<file path="config.mk">
export PLATFORM = sky130hd
export DESIGN_NAME = prime_count_in_range_top
export DESIGN_NICKNAME = d
export VERILOG_FILES = /design/src/rtl/pcir_pkg.sv /design/src/rtl/pcir_mod.sv /design/src/rtl/prime_count_in_range_top.sv
export SDC_FILE = /design/constraint.sdc
export NUM_CORES = 1
export LEC_CHECK = 0
export BUFFER_PORTS_ARGS = -buffer_cell sky130_fd_sc_hd__buf_2
export CORE_ASPECT_RATIO = 0.7
export CORE_MARGIN = 10
export CORE_UTILIZATION = 55
export CTS_CLUSTER_SIZE = 10
export DETAILED_ROUTE_END_ITERATION = 8
export HOLD_SLACK_MARGIN = 0.15
export PLACE_DENSITY_LB_ADDON = 0.25
export SLEW_MARGIN = 5
export SYNTH_ARGS = -nofsm -noshare
export SYNTH_HDL_FRONTEND = slang
export SYNTH_HIERARCHICAL = 1
export SYNTH_SLANG_ARGS = --single-unit
</file>
<file path="constraint.sdc">
create_clock -name clk -period 6 [get_ports clk]
set_input_delay 0.3 -clock clk [delete_from_list [all_inputs] [get_ports clk]]
set_output_delay 0.3 -clock clk [all_outputs]
set_load 0.05 [all_outputs]
</file>
<file path="src/rtl/pcir_pkg.sv">
`timescale 1ns / 1ps
// Package for the prime counter: widths, defaults and the sequencer state type.
// Used by every module of the block; depends on nothing.
package pcir_pkg;

  localparam int VALUE_BITS_DEF = 16;
  localparam int COUNT_BITS = 16;
  localparam int SMALLEST_PRIME = 2;
  localparam int FIRST_ODD_DIVISOR = 3;

  typedef enum logic [2:0] {
    S_IDLE,
    S_CAND,
    S_DIV,
    S_TEST,
    S_DONE
  } state_t;

endpackage

</file>
<file path="src/rtl/pcir_mod.sv">
`timescale 1ns / 1ps
// Serial remainder unit: restoring division, one dividend bit per cycle.
// Depends on pcir_pkg for the default width.
module pcir_mod #(
  parameter int VALUE_BITS = pcir_pkg::VALUE_BITS_DEF
) (
  input  logic                  clk,
  input  logic                  rst,
  input  logic                  go,
  input  logic [VALUE_BITS-1:0] dividend,
  input  logic [VALUE_BITS-1:0] divisor,
  output logic                  done,
  output logic [VALUE_BITS-1:0] rem
);
  import pcir_pkg::*;

  localparam int CNT_W = $clog2(VALUE_BITS);

  logic [VALUE_BITS-1:0] dvd;
  logic [VALUE_BITS-1:0] dvs;
  logic [VALUE_BITS:0]   part;
  logic [CNT_W-1:0]      cnt;
  logic                  running;
  logic [VALUE_BITS:0]   shifted;
  logic [VALUE_BITS:0]   diff;

  assign shifted = {part[VALUE_BITS-1:0], dvd[VALUE_BITS-1]};
  assign diff    = shifted - {1'b0, dvs};
  assign rem     = part[VALUE_BITS-1:0];

  always_ff @(posedge clk) begin
    if (rst) begin
      running <= 1'b0;
      done    <= 1'b0;
      cnt     <= '0;
    end else begin
      done <= 1'b0;
      if (go) begin
        running <= 1'b1;
        cnt     <= '0;
      end else if (running) begin
        if (cnt == CNT_W'(VALUE_BITS - 1)) begin
          running <= 1'b0;
          done    <= 1'b1;
        end
        cnt <= cnt + 1'b1;
      end
    end
  end

  always_ff @(posedge clk) begin
    if (go) begin
      dvd  <= dividend;
      dvs  <= divisor;
      part <= '0;
    end else if (running) begin
      dvd <= {dvd[VALUE_BITS-2:0], 1'b0};
      // Keep the shifted partial remainder when the subtraction borrows.
      if (diff[VALUE_BITS]) begin
        part <= shifted;
      end else begin
        part <= diff;
      end
    end
  end

endmodule

</file>
<file path="src/rtl/prime_count_in_range_top.sv">
`timescale 1ns / 1ps
// Top level of the prime counter: request sequencer, candidate and divisor registers.
// Depends on pcir_pkg and instantiates the serial remainder unit pcir_mod.
//
// Counts the primes in the closed interval from max(2, range_low) to range_high
// by trial division with odd divisors d while d*d <= n. A request is transferred
// when start is high and busy is low; busy then stays high until the one-cycle
// done strobe that carries prime_count, and the receiver must take the result in
// that cycle since it cannot stall. Busy covers each candidate in turn, every odd
// divisor tried on it in the shared remainder unit and the done strobe, so the
// request time is set by the width of the interval and the size of its values.
// An empty interval raises done in the cycle right after the transfer.
// The count saturates at the largest value of prime_count.
module prime_count_in_range_top #(
  parameter int VALUE_BITS = pcir_pkg::VALUE_BITS_DEF
) (
  input  logic                             clk,
  input  logic                             rst,
  input  logic                             start,
  input  logic [VALUE_BITS-1:0]            range_low,
  input  logic [VALUE_BITS-1:0]            range_high,
  output logic                             busy,
  output logic                             done,
  output logic [pcir_pkg::COUNT_BITS-1:0]  prime_count
);
  import pcir_pkg::*;

  localparam int SQ_W = VALUE_BITS + 3;

  state_t                state, state_next;
  logic [VALUE_BITS-1:0] n, n_next;
  logic [VALUE_BITS-1:0] hi, hi_next;
  logic [VALUE_BITS-1:0] d, d_next;
  logic [SQ_W-1:0]       sq, sq_next;
  logic [COUNT_BITS-1:0] count, count_next;

  logic                  mod_go;
  logic                  mod_done;
  logic [VALUE_BITS-1:0] mod_rem;
  logic [VALUE_BITS-1:0] lo_eff;
  logic                  cand_fin;
  logic                  cand_prime;
  logic [SQ_W-1:0]       n_wide;
  logic [SQ_W-1:0]       d_wide;

  assign lo_eff = (range_low < VALUE_BITS'(SMALLEST_PRIME)) ?
                  VALUE_BITS'(SMALLEST_PRIME) : range_low;
  assign n_wide = SQ_W'(n);
  assign d_wide = SQ_W'(d);
  assign busy   = (state != S_IDLE);
  assign done   = (state == S_DONE);
  assign prime_count = count;

  pcir_mod #(.VALUE_BITS(VALUE_BITS)) u_mod (
    .clk      (clk),
    .rst      (rst),
    .go       (mod_go),
    .dividend (n),
    .divisor  (d),
    .done     (mod_done),
    .rem      (mod_rem)
  );

  always_ff @(posedge clk) begin
    if (rst) begin
      state <= S_IDLE;
    end else begin
      state <= state_next;
    end
  end

  always_ff @(posedge clk) begin
    n     <= n_next;
    hi    <= hi_next;
    d     <= d_next;
    sq    <= sq_next;
    count <= count_next;
  end

  always_comb begin
    state_next = state;
    n_next     = n;
    hi_next    = hi;
    d_next     = d;
    sq_next    = sq;
    count_next = count;
    mod_go     = 1'b0;
    cand_fin   = 1'b0;
    cand_prime = 1'b0;

    unique case (state)
      S_IDLE: begin
        if (start) begin
          n_next     = lo_eff;
          hi_next    = range_high;
          d_next     = VALUE_BITS'(FIRST_ODD_DIVISOR);
          sq_next    = SQ_W'(FIRST_ODD_DIVISOR * FIRST_ODD_DIVISOR);
          count_next = '0;
          if (range_high < lo_eff) begin
            state_next = S_DONE;
          end else begin
            state_next = S_CAND;
          end
        end
      end
      S_CAND: begin
        // Two and three are prime; other even values are not.
        if (n < VALUE_BITS'(4)) begin
          cand_fin   = 1'b1;
          cand_prime = 1'b1;
        end else if (!n[0]) begin
          cand_fin = 1'b1;
        end else if (SQ_W'(FIRST_ODD_DIVISOR * FIRST_ODD_DIVISOR) > n_wide) begin
          cand_fin   = 1'b1;
          cand_prime = 1'b1;
        end else begin
          mod_go     = 1'b1;
          state_next = S_DIV;
        end
      end
      S_DIV: begin
        if (mod_done) begin
          if (mod_rem == '0) begin
            cand_fin = 1'b1;
          end else begin
            // (d + 2)^2 = d^2 + 4d + 4
            d_next     = d + VALUE_BITS'(2);
            sq_next    = sq + {d_wide[SQ_W-3:0], 2'b00} + SQ_W'(4);
            state_next = S_TEST;
          end
        end
      end
      S_TEST: begin
        if (sq > n_wide) begin
          cand_fin   = 1'b1;
          cand_prime = 1'b1;
        end else begin
          mod_go     = 1'b1;
          state_next = S_DIV;
        end
      end
      S_DONE: begin
        state_next = S_IDLE;
      end
      default: begin
        state_next = S_IDLE;
      end
    endcase

    if (cand_fin) begin
      if (cand_prime && (count != {COUNT_BITS{1'b1}})) begin
        count_next = count + 1'b1;
      end
      // The divisor search of every candidate starts again at three.
      d_next  = VALUE_BITS'(FIRST_ODD_DIVISOR);
      sq_next = SQ_W'(FIRST_ODD_DIVISOR * FIRST_ODD_DIVISOR);
      if (n == hi) begin
        state_next = S_DONE;
      end else begin
        n_next     = n + 1'b1;
        state_next = S_CAND;
      end
    end
  end

endmodule

</file>
==> tab_implementation.tex, run 1 <==
\begin{tabular}{lr}
\hline
Metric & Value \\
\hline
\multicolumn{2}{l}{\textbf{Timing}} \\
Worst Max-Slew Pin Slew & 0.999 ns \\
PnR worst setup slack & 1.89 ns \\
Worst clock skew on the final layout & 0.00625 ns \\
Total setup violations reported at the end of the flow & 0 \\
Final Hold Viols & 0 \\
Minimum clock period after layout & 4.11 ns \\
Highest Clock Rate & 0.243 GHz \\
Slew Viols, Final & 0 \\
Final period util & 68.5\% \\
Normalized max-slew margin & 33.0\% \\
Setup TNS & 0 ns \\
Setup repair after global routing missed its margin & false \\
\multicolumn{2}{l}{\textbf{Synthesis}} \\
Synthesized cell area & 0.00908 sq mm \\
Top flip-flop cell by instance count after synthesis & sky130\_fd\_sc\_hd\_\_dfxtp\_1 \\
Count of unique library cells instantiated by Yosys & 91 \\
Sequential cell area fraction in the yosys report & 35.9\% \\
Most frequent cell after synthesis & sky130\_fd\_sc\_hd\_\_nor2\_1 \\
Yosys warnings & 6 \\
Most area-consuming cells after synthesis & sky130\_fd\_sc\_hd\_\_dfxtp\_1 (20\%), sky130\_fd\_sc\_hd\_\_edfxtp\_1 (16\%), sky130\_fd\_sc\_hd\_\_ha\_1 (11\%), sky130\_fd\_sc\_hd\_\_nor2\_1 (3.8\%), sky130\_fd\_sc\_hd\_\_nand2\_1 (3.3\%) \\
Synth Net Count & 1107 \\
Area share of the leading cell type in the synthesized netlist & 20.1\% \\
Post-synthesis register bit count & 139 \\
Syn avg cell area & 9.19 sq um \\
Share of flip-flops with an asynchronous set or reset after synthesis & 0\% \\
Number of flops mapped to enable cells by yosys & 48 \\
Cell accounting for the most synthesized area & sky130\_fd\_sc\_hd\_\_dfxtp\_1 \\
Gate count of the mapped netlist & 989 \\
Commonest cells post-synth & sky130\_fd\_sc\_hd\_\_nor2\_1 (92), sky130\_fd\_sc\_hd\_\_dfxtp\_1 (91), sky130\_fd\_sc\_hd\_\_ha\_1 (81), sky130\_fd\_sc\_hd\_\_nand2\_1 (81), sky130\_fd\_sc\_hd\_\_inv\_1 (65) \\
\multicolumn{2}{l}{\textbf{Setup path}} \\
Crit Reg-Reg Endpoint & u\_mod/dvd[12] \\
CP max-delay cell & sky130\_fd\_sc\_hd\_\_nor2\_4 \\
Data required time at the worst endpoint & 6.08 ns \\
Largest stage delay on the critical path & 0.78 ns \\
Reg2Reg Setup Slack & 1.89 ns \\
Critical R2R Launch & n[14] \\
Startpoint type of the worst setup path & flop \\
Kind of cell adding the most delay to the critical path & simple AND/OR/NAND/NOR gates \\
Endpoint kind of the worst setup timing path & flop \\
Cell-by-cell listing of the critical path & inv\_1 -> ha\_1 -> nand3\_1 -> or4\_4 -> or4\_4 -> o21ai\_4 -> nor2\_1 -> nor2\_4 -> or2\_2 \\
Worst path most repeated cell & sky130\_fd\_sc\_hd\_\_or4\_4 \\
Bufs and invs on worst path & 1 \\
CP max FO & 36 \\
Worst Reg2Reg Path Length in Cells & 9 \\
Data arrival time at the worst-slack endpoint & 4.19 ns \\
Path type of the worst setup path & reg -> reg \\
\multicolumn{2}{l}{\textbf{Detailed routing}} \\
DRC marker count from the first detailed-route iteration & 965 \\
Vias after detailed routing & 7977 \\
Number of nets with antenna violations after detailed routing & 0 \\
Detailed-routing iteration count for the pre-antenna-repair pass & 8 \\
Number of remaining DRC errors & 0 \\
WL/cell & 19.5 microns \\
Drt via density & 6.21 \\
Final WL & 25.0 mm \\
\multicolumn{2}{l}{\textbf{Clock network}} \\
Worst-path clk slew & 0.06 ns \\
Clk\_lat worst skew & 0.43 ns \\
Master cell of the clock root buffer & sky130\_fd\_sc\_hd\_\_clkbuf\_16 \\
Total number of H-tree levels & 4 \\
CTS tree & yes \\
Maximum buffer depth of the clock tree & 2 \\
Number of buffers created by CTS & 17 \\
Number of sinks handled by clock tree synthesis & 139 \\
\multicolumn{2}{l}{\textbf{Die}} \\
Horizontal die dimension & 174 microns \\
Die Footprint & 0.0221 sq mm \\
Effective utilization at floorplan & 55.9\% \\
Core Area & 0.0162 sq mm \\
Vertical extent of the die & 128 microns \\
Top Ports & 53 \\
Site Rows & 39 \\
\multicolumn{2}{l}{\textbf{GRT}} \\
Total global routing overflow & 0 \\
GRT Overall Usage & 22.3\% \\
First-pass GRT wire length & 39.9 mm \\
Number of antenna violations at the first check in global routing & 0 \\
Vias in the first global route & 7254 \\
Maximum number of pins on one net before global-route repair & 41 \\
\multicolumn{2}{l}{\textbf{Finish}} \\
Layout cell share with drive strength beyond 1 & 13.9\% \\
Nets & 1164 \\
Diode insertion count for antenna repair & 0 \\
Area Growth Syn to Fin & 13.3\% \\
\multicolumn{2}{l}{\textbf{Hold path}} \\
Kind of path behind the tightest hold check & in -> reg \\
Hold Path Depth & 3 \\
Beginning of the worst hold path & range\_low[7] \\
Hold-critical path endpoint & n[7] \\
\multicolumn{2}{l}{\textbf{Status}} \\
Status & completed \\
\multicolumn{2}{l}{\textbf{Pwr}} \\
Net Sw Power & 0.00148 W \\
Areal power density over the cells & 368 mW/mm\^{}2 \\
Sw frac & 39.1\% \\
Clock Power Share & 28.7\% \\
Peak VDD IR & 217 uV \\
Register share of total power & 34.9\% \\
Lkg Pwr & 4.45 nW \\
Int Pwr & 0.00231 W \\
Share of power burned in combinational logic & 36.4\% \\
\multicolumn{2}{l}{\textbf{Placement}} \\
Global placer's final weighted congestion & 0.974 \\
Number of I/O port buffers & 52 \\
Half-perimeter wire length after placement & 18.3 mm \\
Post-Place Worst Slack & 1.94 ns \\
\multicolumn{2}{l}{\textbf{Job}} \\
MaxCap Viol Count & 0 \\
\hline
\end{tabular}
through the flow:
step / hold slack [ns] / total power (W) / utilization, % / instances / cell area [sq um]
after floorplan: 0.372 / 0.00231 / - / 989 / 9080
after global placement: 0.421 / 0.00263 / 58.4 / 1234 / 9490
after detailed placement: 0.427 / 0.00264 / 58.4 / 1234 / 9490
after CTS: 0.164 / 0.00375 / 63.4 / 1284 / 10300
after global routing: 0.199 / 0.00398 / 63.4 / 1284 / 10300
final: 0.178 / 0.00379 / 63.4 / 1284 / 10300
state kept, by name, indices dropped and copies added, names as in the netlist:
register	cells
u_mod/dvd	16
u_mod/done	1
u_mod/cnt	4
hi	16
prime_count	16
u_mod/dvs	16
u_mod/running	1
state	3
d	16
n	16
u_mod/part	16
sq	18
logic make-up after synthesis:
kind of cell / Yosys count / synth area share (%)
DFF: 139 / 35.9
AOI/OAI and AO/OA: 227 / 19.1
and+or+nand+nor: 353 / 20.0
adders and majority gates: 83 / 11.6
muxes: 33 / 3.86
xor gates and xnor gates: 44 / 4.24
buffers and inverters: 110 / 5.26
how the worst max path moves through the flow:
| stage | start | end | cells after the start |
|---|---|---|---|
| after floorplan | n[14] | u_mod/dvd[0] | 12 |
| after global placement | n[15] | u_mod/dvd[11] | 9 |
| after detailed placement | n[15] | u_mod/dvd[9] | 9 |
| after CTS | n[15] | u_mod/dvd[12] | 9 |
| after global routing | n[13] | u_mod/part[11] | 12 |
| final | n[14] | u_mod/dvd[12] | 9 |
routing by layer:
metal,vias up,track usage (%),share of wire (%)
met1,3686,32.5,48
met5,-,0,0
met3,46,8.65,12
met2,425,29.9,39
li1,3820,-,-
met4,0,5.06,1.5
tightest hold or removal path, delay by kind of cell:
kind	cells	cell delay [ns]
AOI/OAI and AO/OA	1	0.07
buffers and inverters	2	0.18
power by group through the flow:
stage,logic (W),clock network [W],registers (W)
global route,0.00151,0.00114,0.00134
finish,0.00138,0.00109,0.00132
global placement,0.00130,0,0.00133
detailed placement,0.00131,0,0.00133
floorplan,0.00109,0,0.00122
CTS,0.00134,0.00110,0.00131
placed cells by master (no fill, tap or decap), types with 5 or more instances in the layout:
cell | netlist | layout
sky130_fd_sc_hd__inv_1 | 65 | 65
sky130_fd_sc_hd__or3_1 | 13 | 13
sky130_fd_sc_hd__nor4_1 | 18 | 18
sky130_fd_sc_hd__a211oi_1 | 11 | 11
sky130_fd_sc_hd__mux2i_1 | 17 | 17
sky130_fd_sc_hd__dlygate4sd3_1 | 1 | 18
sky130_fd_sc_hd__buf_4 | 2 | 9
sky130_fd_sc_hd__nand3_1 | 27 | 27
sky130_fd_sc_hd__buf_2 | 10 | 52
sky130_fd_sc_hd__or2_2 | 5 | 5
sky130_fd_sc_hd__and4_1 | 7 | 7
sky130_fd_sc_hd__a21o_1 | 12 | 12
sky130_fd_sc_hd__xor2_1 | 13 | 13
sky130_fd_sc_hd__mux2_2 | 16 | 16
sky130_fd_sc_hd__and2_1 | 6 | 6
sky130_fd_sc_hd__o2111ai_1 | 6 | 6
sky130_fd_sc_hd__o31ai_1 | 5 | 5
sky130_fd_sc_hd__nand4_1 | 36 | 36
sky130_fd_sc_hd__a311oi_1 | 8 | 8
sky130_fd_sc_hd__xnor2_1 | 31 | 31
sky130_fd_sc_hd__a31oi_1 | 13 | 13
sky130_fd_sc_hd__nor3_1 | 21 | 20
sky130_fd_sc_hd__o21a_1 | 9 | 9
sky130_fd_sc_hd__nand2b_1 | 10 | 10
sky130_fd_sc_hd__o211ai_1 | 5 | 5
sky130_fd_sc_hd__o311a_1 | 6 | 6
sky130_fd_sc_hd__edfxtp_1 | 48 | 48
sky130_fd_sc_hd__nand2_1 | 81 | 81
sky130_fd_sc_hd__o21ai_0 | 33 | 33
sky130_fd_sc_hd__and3_1 | 15 | 15
sky130_fd_sc_hd__nor2_1 | 92 | 91
sky130_fd_sc_hd__a21oi_1 | 42 | 42
sky130_fd_sc_hd__clkbuf_16 | 0 | 22
sky130_fd_sc_hd__ha_1 | 81 | 81
sky130_fd_sc_hd__dfxtp_1 | 91 | 91
sky130_fd_sc_hd__a2111oi_0 | 8 | 8
cell type report:
| type | instances | area, sq um |
|---|---|---|
| clock inverters | 9 | 65.1 |
| clock buffers | 23 | 564 |
| inverters | 69 | 259 |
| multi-input cells | 740 | 5360 |
| flip-flops and latches | 139 | 3260 |
| well taps | 225 | 282 |
| fillers | 1312 | 5950 |
| repair buffers | 79 | 508 |
repair_timing:
action                    in CTS  in global routing
hold endpoints to repair      19                  0
setup buffers                  0                  0
hold buffers                  18                  0
gates resized for setup        0                  0
(Power assumes the default switching activity.)
==> inputs of run 2 (changes only) <==
--- a/config.mk
+++ b/config.mk
@@ -5,6 +5,7 @@
 export SDC_FILE = /design/constraint.sdc
 export NUM_CORES = 1
 export LEC_CHECK = 0
+export ABC_AREA = 1
 export BUFFER_PORTS_ARGS = -buffer_cell sky130_fd_sc_hd__buf_2
 export CORE_ASPECT_RATIO = 0.7
 export CORE_MARGIN = 10
==> constraint.sdc (replaced) <==
create_clock -name clk -period 3.3 [get_ports clk]
set_input_delay 0.165 -clock clk [delete_from_list [all_inputs] [get_ports clk]]
set_output_delay 0.165 -clock clk [all_outputs]
set_load 0.05 [all_outputs]
==> tab_implementation.tex, run 2 <==
\begin{tabular}{lr}
\hline
Metric & Value \\
\hline
\multicolumn{2}{l}{\textbf{Status}} \\
Status & completed \\
\multicolumn{2}{l}{\textbf{Finish}} \\
Layout cell share with drive strength beyond 1 & 11.6\% (-2.3 points) \\
Core occupancy in the finished layout & 64.9\% (+1.5 points) \\
Nets & 1465 (+26\%) \\
Most frequent standard cell in the layout excluding fill and tap cells & sky130\_fd\_sc\_hd\_\_nand2\_1 \\
Commonest non-fill, non-tap cells in the layout & sky130\_fd\_sc\_hd\_\_nand2\_1 (351), sky130\_fd\_sc\_hd\_\_inv\_1 (180), sky130\_fd\_sc\_hd\_\_dfxtp\_1 (91), sky130\_fd\_sc\_hd\_\_nor2\_1 (90), sky130\_fd\_sc\_hd\_\_ha\_1 (81) \\
Diode insertion count for antenna repair & 0 (unchanged) \\
Max reg flops & 18 (unchanged) \\
Fillers & 1433 (+9.2\%) \\
Largest Register & sq \\
Area Growth Syn to Fin & 15.3\% \\
\multicolumn{2}{l}{\textbf{Clock network}} \\
Number of buffers created by CTS & 17 (unchanged) \\
Worst-path clk slew & 0.07 ns (about the same) \\
Total number of H-tree levels & 4 (unchanged) \\
Maximum buffer depth of the clock tree & 2 (unchanged) \\
Master cell of the clock root buffer & sky130\_fd\_sc\_hd\_\_clkbuf\_16 \\
Number of sinks handled by clock tree synthesis & 139 (unchanged) \\
Number of setup buffers added after CTS & 0 (unchanged) \\
Clk\_lat worst skew & 0.43 ns (about the same) \\
CTS tree & yes \\
\multicolumn{2}{l}{\textbf{GRT}} \\
GRT Overall Usage & 21.4\% (-0.91 points) \\
Number of antenna violations at the first check in global routing & 0 (unchanged) \\
Total global routing overflow & 0 (unchanged) \\
Maximum number of pins on one net before global-route repair & 36 (-12\%) \\
First-pass GRT wire length & 39.3 mm (-1.5\%) \\
Vias in the first global route & 7838 (+8.1\%) \\
\multicolumn{2}{l}{\textbf{Setup path}} \\
Path type of the worst setup path & reg -> reg \\
Endpoint kind of the worst setup timing path & flop \\
Startpoint type of the worst setup path & flop \\
CP max-delay cell & sky130\_fd\_sc\_hd\_\_nor4\_1 \\
Data required time at the worst endpoint & 3.34 ns (-2.74 ns) \\
Cell-by-cell listing of the critical path & nor4\_1 -> nand4\_1 -> a21oi\_1 -> nor2\_1 -> nand2\_2 -> o21ai\_4 -> nor2\_1 -> clkinvlp\_4 \\
Worst Reg2Reg Path Length in Cells & 8 (-1) \\
Kind of cell adding the most delay to the critical path & simple AND/OR/NAND/NOR gates \\
CP max FO & 16 (-56\%) \\
Largest stage delay on the critical path & 0.75 ns (-0.03 ns) \\
Bufs and invs on worst path & 1 (unchanged) \\
Data arrival time at the worst-slack endpoint & 2.92 ns (-1.27 ns) \\
Logic depth of the worst setup path including buffers & 8 (-1) \\
Worst path most repeated cell & sky130\_fd\_sc\_hd\_\_nor2\_1 \\
\multicolumn{2}{l}{\textbf{Die}} \\
Site Rows & 39 (unchanged) \\
Core Area & 0.0164 sq mm (+0.90\%) \\
Die Footprint & 0.0224 sq mm (+1.4\%) \\
Vertical extent of the die & 128 microns (+0.66\%) \\
Top Ports & 53 (unchanged) \\
Horizontal die dimension & 175 microns (+0.69\%) \\
Effective utilization at floorplan & 56.3\% (+0.37 points) \\
\multicolumn{2}{l}{\textbf{Timing}} \\
Slew Viols, Final & 0 (unchanged) \\
Total setup violations reported at the end of the flow & 0 (unchanged) \\
Worst Max-Slew Pin Slew & 0.827 ns (-0.172 ns) \\
Final Hold Viols & 0 (unchanged) \\
Normalized max-slew margin & 44.4\% (+11 points) \\
Worst clock skew on the final layout & 0.0143 ns (+0.00803 ns) \\
Minimum clock period after layout & 2.88 ns (-1.23 ns) \\
Setup repair after global routing missed its margin & false \\
Setup TNS & 0 ns (unchanged) \\
Highest Clock Rate & 0.348 GHz (+43\%) \\
Final period util & 87.1\% (+19 points) \\
\multicolumn{2}{l}{\textbf{Pwr}} \\
Areal power density over the cells & 734 mW/mm\^{}2 (+99\%) \\
Sw frac & 41.9\% (+2.8 points) \\
Peak VDD IR & 363 uV (+67\%) \\
Net Sw Power & 0.00327 W (+120\%) \\
Share of power burned in combinational logic & 41.7\% (+5.3 points) \\
Register share of total power & 32.6\% (-2.3 points) \\
Int Pwr & 0.00453 W (+96\%) \\
Lkg Pwr & 5.20 nW (+17\%) \\
Clock Power Share & 25.7\% (-3.0 points) \\
\multicolumn{2}{l}{\textbf{Detailed routing}} \\
Detailed-routing iteration count for the pre-antenna-repair pass & 6 (-2) \\
DRC marker count from the first detailed-route iteration & 872 (-9.6\%) \\
Vias after detailed routing & 8425 (+5.6\%) \\
WL/cell & 15.0 microns (-23\%) \\
Final WL & 23.7 mm (-5.1\%) \\
Number of remaining DRC errors & 0 (unchanged) \\
Number of nets with antenna violations after detailed routing & 0 (unchanged) \\
Drt via density & 5.32 (-14\%) \\
\multicolumn{2}{l}{\textbf{Hold path}} \\
Hold Path Depth & 5 (+2) \\
Kind of path behind the tightest hold check & in -> reg \\
\multicolumn{2}{l}{\textbf{Synthesis}} \\
Number of flops mapped to enable cells by yosys & 48 (unchanged) \\
Synth Net Count & 1378 (+24\%) \\
Post-synthesis register bit count & 139 (unchanged) \\
Cell accounting for the most synthesized area & sky130\_fd\_sc\_hd\_\_dfxtp\_1 \\
Yosys warnings & 6 (unchanged) \\
Share of flip-flops with an asynchronous set or reset after synthesis & 0\% (unchanged) \\
Most frequent cell after synthesis & sky130\_fd\_sc\_hd\_\_nand2\_1 \\
Gate count of the mapped netlist & 1260 (+27\%) \\
Count of unique library cells instantiated by Yosys & 48 (-47\%) \\
Synthesized cell area & 0.00923 sq mm (+1.6\%) \\
Sequential cell area fraction in the yosys report & 35.4\% (-0.56 points) \\
Syn avg cell area & 7.32 sq um (-20\%) \\
Commonest cells post-synth & sky130\_fd\_sc\_hd\_\_nand2\_1 (351), sky130\_fd\_sc\_hd\_\_inv\_1 (181), sky130\_fd\_sc\_hd\_\_dfxtp\_1 (91), sky130\_fd\_sc\_hd\_\_nor2\_1 (91), sky130\_fd\_sc\_hd\_\_ha\_1 (81) \\
Area share of the leading cell type in the synthesized netlist & 19.7\% (-0.31 points) \\
Top flip-flop cell by instance count after synthesis & sky130\_fd\_sc\_hd\_\_dfxtp\_1 \\
Most area-consuming cells after synthesis & sky130\_fd\_sc\_hd\_\_dfxtp\_1 (20\%), sky130\_fd\_sc\_hd\_\_edfxtp\_1 (16\%), sky130\_fd\_sc\_hd\_\_nand2\_1 (14\%), sky130\_fd\_sc\_hd\_\_ha\_1 (11\%), sky130\_fd\_sc\_hd\_\_inv\_1 (7.4\%) \\
\multicolumn{2}{l}{\textbf{Placement}} \\
Half-perimeter wire length after placement & 17.7 mm (-3.4\%) \\
Number of I/O port buffers & 52 (unchanged) \\
Global placer's final weighted congestion & 0.882 (-9.5\%) \\
\multicolumn{2}{l}{\textbf{Job}} \\
MaxCap Viol Count & 0 (unchanged) \\
\hline
\end{tabular}
==> run 2: cell types whose count changed in the layout (fill, tap and decap cells not counted), sizes merged, moves of 12 or more <==
cell / delta
nand2: +297
inv: +121
nand3: +38
a21oi: +23
mux2i: -17
xor2: +17
mux2: -16
a21o: -13
a31oi: -13
and3: -13
or3: -13
dlygate4sd3: +12
nor3: +12
==> run 2: repair_timing <==
item	4_1_cts	5_1_grt
endpoints found under the hold margin	33	0
resized for setup	0	0
hold buffers	30	0
endpoints found under the setup margin	0	0
==> run 2: worst register-to-register path, delay by kind of cell (launching register included) <==
family | cells | cell delay (ns)
simple gates | 5 | 1.42
compound gates | 2 | 0.26
buf+inv | 1 | 0.43
flops | 1 | 0.38
==> run 2: cell type report <==
| class | instances | area [sq um] | share of cell area [%] |
|---|---|---|---|
| timing repair buffer | 91 | 628 | 5.90 |
| sequential | 139 | 3260 | 30.7 |
| tap | 225 | 282 | 2.65 |
| clock inverter | 9 | 105 | 0.988 |
| multi-input combinational | 909 | 5130 | 48.3 |
| inverter | 189 | 716 | 6.73 |
| clock buffer | 23 | 510 | 4.80 |
==> run 2: path summary, 6_finish.rpt <==
| kind | startpoint | slack (ns) | end |
|---|---|---|---|
| worst min register to register | d[0] | 0.47 | u_mod/dvs[0] |
| worst max-delay path | n[8] | 0.42 | u_mod/dvd[3] |
| worst max register to register | n[8] | 0.42 | u_mod/dvd[3] |
| worst min-delay path | range_low[13] | 0.16 | n[13] |
==> run 2: per-stage QoR <==
| step | instance area (sq um) | total power, W | hold slack (ns) | worst slack (ns) | instances |
|---|---|---|---|---|---|
| after CTS | 10600 | 0.00775 | 0.150 | 0.478 | 1585 |
| after floorplan | 9240 | 0.00498 | 0.237 | 0.0791 | 1260 |
| after global placement | 9720 | 0.00564 | 0.361 | 0.641 | 1523 |
| after global routing | 10600 | 0.00838 | 0.215 | 0.0870 | 1585 |
| after detailed placement | 9720 | 0.00570 | 0.362 | 0.484 | 1523 |
| final | 10600 | 0.00780 | 0.162 | 0.425 | 1585 |
==> run 2: layer usage <==
layer  vias up  global-route usage (%)  part of all wire [%]  wire length [microns]
li1       4281                       -                     -                      -
met1      3789                    30.9                    49                  11600
met5         -                       0                     0                      0
met4         0                    5.07                   1.1                    255
met3        24                    4.91                   8.3                   1960
met2       331                    31.6                    42                   9870
==> run 2: power by group through the flow <==
| stage | clock network [W] | registers (W) | logic (W) |
|---|---|---|---|
| final | 0.00201 | 0.00255 | 0.00325 |
| after global routing | 0.00211 | 0.00259 | 0.00367 |
| after CTS | 0.00202 | 0.00253 | 0.00320 |
| after detailed placement | 0 | 0.00257 | 0.00314 |
| after global placement | 0 | 0.00255 | 0.00309 |
| after floorplan | 0 | 0.00246 | 0.00252 |
==> run 2: logic make-up after synthesis <==
group | share of synthesized area (%)
xor+xnor | 4.75
simple gates | 30.3
buf+inv | 9.15
fa+ha+maj | 11.4
compound gates | 9.02
flops | 35.4
==> inputs of run 3 (changes only) <==
--- a/config.mk
+++ b/config.mk
@@ -5,11 +5,11 @@
 export SDC_FILE = /design/constraint.sdc
 export NUM_CORES = 1
 export LEC_CHECK = 0
-export ABC_AREA = 1
 export BUFFER_PORTS_ARGS = -buffer_cell sky130_fd_sc_hd__buf_2
 export CORE_ASPECT_RATIO = 0.7
 export CORE_MARGIN = 10
-export CORE_UTILIZATION = 55
+export CORE_UTILIZATION = 35
+export CTS_CLUSTER_DIAMETER = 60
 export CTS_CLUSTER_SIZE = 10
 export DETAILED_ROUTE_END_ITERATION = 8
 export HOLD_SLACK_MARGIN = 0.15
==> tab_implementation.tex, run 3 (synthesis gave the netlist of run 1 again) <==
\begin{tabular}{lr}
\hline
Metric & Value \\
\hline
\multicolumn{2}{l}{\textbf{Detailed routing}} \\
Drt via density & 5.63 (+5.9\%) \\
Final WL & 26.6 mm (+12\%) \\
Number of remaining DRC errors & 0 (unchanged) \\
Wire length on met1 & 13.6 mm (+17\%) \\
Met2 wirelength from detailed routing & 10.8 mm (+9.3\%) \\
Number of nets with antenna violations after detailed routing & 0 (unchanged) \\
Vias after detailed routing & 8037 (-4.6\%) \\
WL/cell & 18.6 microns (+25\%) \\
DRC marker count from the first detailed-route iteration & 834 (-4.4\%) \\
Routed wire length on met3 & 1.94 mm (-1.1\%) \\
Detailed-routing iteration count for the pre-antenna-repair pass & 7 (+1) \\
Top layer in use & met4 \\
\multicolumn{2}{l}{\textbf{Pwr}} \\
Clock Power Share & 29.7\% (+4.0 points) \\
Net Sw Power & 0.00279 W (-15\%) \\
Int Pwr & 0.00444 W (-2.0\%) \\
Lkg Pwr & 4.64 nW (-11\%) \\
Areal power density over the cells & 669 mW/mm\^{}2 (-8.8\%) \\
Register share of total power & 30.9\% (-1.7 points) \\
Peak VDD IR & 321 uV (-11\%) \\
Share of power burned in combinational logic & 39.5\% (-2.2 points) \\
Sw frac & 38.6\% (-3.3 points) \\
\multicolumn{2}{l}{\textbf{Finish}} \\
Largest Register & sq \\
Layout cell share with drive strength beyond 1 & 16.2\% (+4.6 points) \\
Commonest non-fill, non-tap cells in the layout & sky130\_fd\_sc\_hd\_\_nor2\_1 (90), sky130\_fd\_sc\_hd\_\_dfxtp\_1 (89), sky130\_fd\_sc\_hd\_\_nand2\_1 (81), sky130\_fd\_sc\_hd\_\_ha\_1 (81), sky130\_fd\_sc\_hd\_\_inv\_1 (65) \\
Cell area after layout & 0.0108 sq mm (+1.7\%) \\
Area Growth Syn to Fin & 19.0\% \\
Fillers & 2496 (+74\%) \\
Max reg flops & 18 (unchanged) \\
Most frequent standard cell in the layout excluding fill and tap cells & sky130\_fd\_sc\_hd\_\_nor2\_1 \\
Nets & 1202 (-18\%) \\
Diode insertion count for antenna repair & 0 (unchanged) \\
\multicolumn{2}{l}{\textbf{GRT}} \\
Maximum number of pins on one net before global-route repair & 42 (+17\%) \\
GRT Overall Usage & 16.3\% (-5.0 points) \\
Vias in the first global route & 7525 (-4.0\%) \\
Number of antenna violations at the first check in global routing & 0 (unchanged) \\
Total global routing overflow & 0 (unchanged) \\
First-pass GRT wire length & 42.9 mm (+9.0\%) \\
\multicolumn{2}{l}{\textbf{Clock network}} \\
Total number of H-tree levels & 4 (unchanged) \\
Maximum buffer depth of the clock tree & 2 (unchanged) \\
Number of sinks handled by clock tree synthesis & 139 (unchanged) \\
Number of buffers created by CTS & 17 (unchanged) \\
Clk\_lat worst skew & 0.43 ns (about the same) \\
Master cell of the clock root buffer & sky130\_fd\_sc\_hd\_\_clkbuf\_16 \\
CTS tree & yes \\
Worst-path clk slew & 0.07 ns (about the same) \\
\multicolumn{2}{l}{\textbf{Timing}} \\
Final Hold Viols & 0 (unchanged) \\
Setup TNS & 0 ns (unchanged) \\
Minimum clock period after layout & 3.09 ns (+0.217 ns) \\
Highest Clock Rate & 0.323 GHz (-7.0\%) \\
Worst clock skew on the final layout & 0.0114 ns (-0.00291 ns) \\
Setup repair after global routing missed its margin & false \\
Worst Max-Slew Pin Slew & 0.926 ns (+0.0999 ns) \\
Normalized max-slew margin & 38.2\% (-6.2 points) \\
Slew Viols, Final & 0 (unchanged) \\
Total setup violations reported at the end of the flow & 0 (unchanged) \\
Final period util & 93.7\% (+6.6 points) \\
\multicolumn{2}{l}{\textbf{Die}} \\
Site Rows & 49 (+26\%) \\
Core Area & 0.0256 sq mm (+56\%) \\
Effective utilization at floorplan & 35.5\% (-21 points) \\
Top Ports & 53 (unchanged) \\
Vertical extent of the die & 155 microns (+21\%) \\
Horizontal die dimension & 213 microns (+22\%) \\
Die Footprint & 0.0329 sq mm (+47\%) \\
\multicolumn{2}{l}{\textbf{Setup path}} \\
Data required time at the worst endpoint & 3.67 ns (+0.33 ns) \\
CP max FO & 18 (+2) \\
Data arrival time at the worst-slack endpoint & 3.46 ns (+0.54 ns) \\
Endpoint kind of the worst setup timing path & flop \\
Startpoint type of the worst setup path & flop \\
Path type of the worst setup path & reg -> reg \\
\multicolumn{2}{l}{\textbf{Placement}} \\
Half-perimeter wire length after placement & 20.0 mm (+13\%) \\
Post-Place Cell Area & 0.00982 sq mm (+1.0\%) \\
Number of I/O port buffers & 52 (unchanged) \\
Global placer's final weighted congestion & 0.935 (+6.0\%) \\
\multicolumn{2}{l}{\textbf{Job}} \\
MaxCap Viol Count & 0 (unchanged) \\
\multicolumn{2}{l}{\textbf{Hold path}} \\
Kind of path behind the tightest hold check & in -> reg \\
\multicolumn{2}{l}{\textbf{Status}} \\
Status & completed \\
\hline
\end{tabular}
run 3: changes by cell type in the layout (fill, tap and decap cells not counted), sizes merged, moves of 12 or more:
cell   delta
a21o     +13
nand2   -297
and3     +13
a31oi    +13
or3      +13
nor3     -12
mux2i    +17
mux2     +16
inv     -120
a21oi    -23
xor2     -17
nand3    -38
buf      +28
run 3: timing repair:
item,CTS,global route
resized for setup,0,1
setup buffers,0,4
endpoints found under the hold margin,30,0
hold buffers,28,0
setup endpoints to repair,0,4
run 3: final timing paths:
| kind | to | slack, ns | startpoint | cells past startpoint |
|---|---|---|---|---|
| worst max-delay path | state[2] | 0.21 | n[12] | 8 |
| worst min-delay path | n[13] | 0.18 | range_low[13] | 5 |
| worst max register to register | state[2] | 0.21 | n[12] | 8 |
| worst min register to register | u_mod/dvs[0] | 0.44 | d[0] | 0 |
run 3: cell type report:
| type | count | area, sq um | share of cell area, % |
|---|---|---|---|
| inverter | 69 | 259 | 2.40 |
| sequential | 139 | 3270 | 30.2 |
| tap | 331 | 414 | 3.83 |
| multi-input combinational | 740 | 5360 | 49.6 |
| timing repair buffer | 117 | 856 | 7.91 |
| clock inverter | 14 | 206 | 1.91 |
| clock buffer | 18 | 450 | 4.17 |
run 3: critical path, cell delays in order (launching register included):
cell and delay [ns]:
sky130_fd_sc_hd__dfxtp_1 0.33, sky130_fd_sc_hd__inv_1 0.07, sky130_fd_sc_hd__ha_1 0.30, sky130_fd_sc_hd__nand2_1 0.09
sky130_fd_sc_hd__or4_4 0.51, sky130_fd_sc_hd__o2111a_1 0.35, sky130_fd_sc_hd__o31a_4 0.40, sky130_fd_sc_hd__nor2_2 0.71
sky130_fd_sc_hd__a32o_1 0.27
run 3: per-stage QoR:
step                      cells  setup WS [ns]  hold slack [ns]  total power (W)  utilization [%]
after global routing       1428         0.0363            0.184          0.00766             42.2
final                      1428          0.208            0.178          0.00723             42.2
after detailed placement   1364          0.144            0.367          0.00501             38.3
after global placement     1364          0.196            0.369          0.00499             38.3
after CTS                  1424          0.141            0.153          0.00721             42.0
after floorplan             989        0.00430            0.237          0.00423                -
run 3: power groups by stage:
| stage | clock [W] | combinational [W] | sequential, W |
|---|---|---|---|
| global placement | 0 | 0.00273 | 0.00226 |
| global route | 0.00225 | 0.00314 | 0.00226 |
| floorplan | 0 | 0.00200 | 0.00222 |
| detailed placement | 0 | 0.00275 | 0.00226 |
| CTS | 0.00219 | 0.00279 | 0.00223 |
| finish | 0.00215 | 0.00285 | 0.00223 |
run 3: routing by layer:
| layer | up-vias | GRT usage [%] |
|---|---|---|
| li1 | 3910 | - |
| met5 | - | 0 |
| met2 | 279 | 22.7 |
| met3 | 33 | 4.02 |
| met4 | 0 | 2.88 |
| met1 | 3815 | 24.6 |
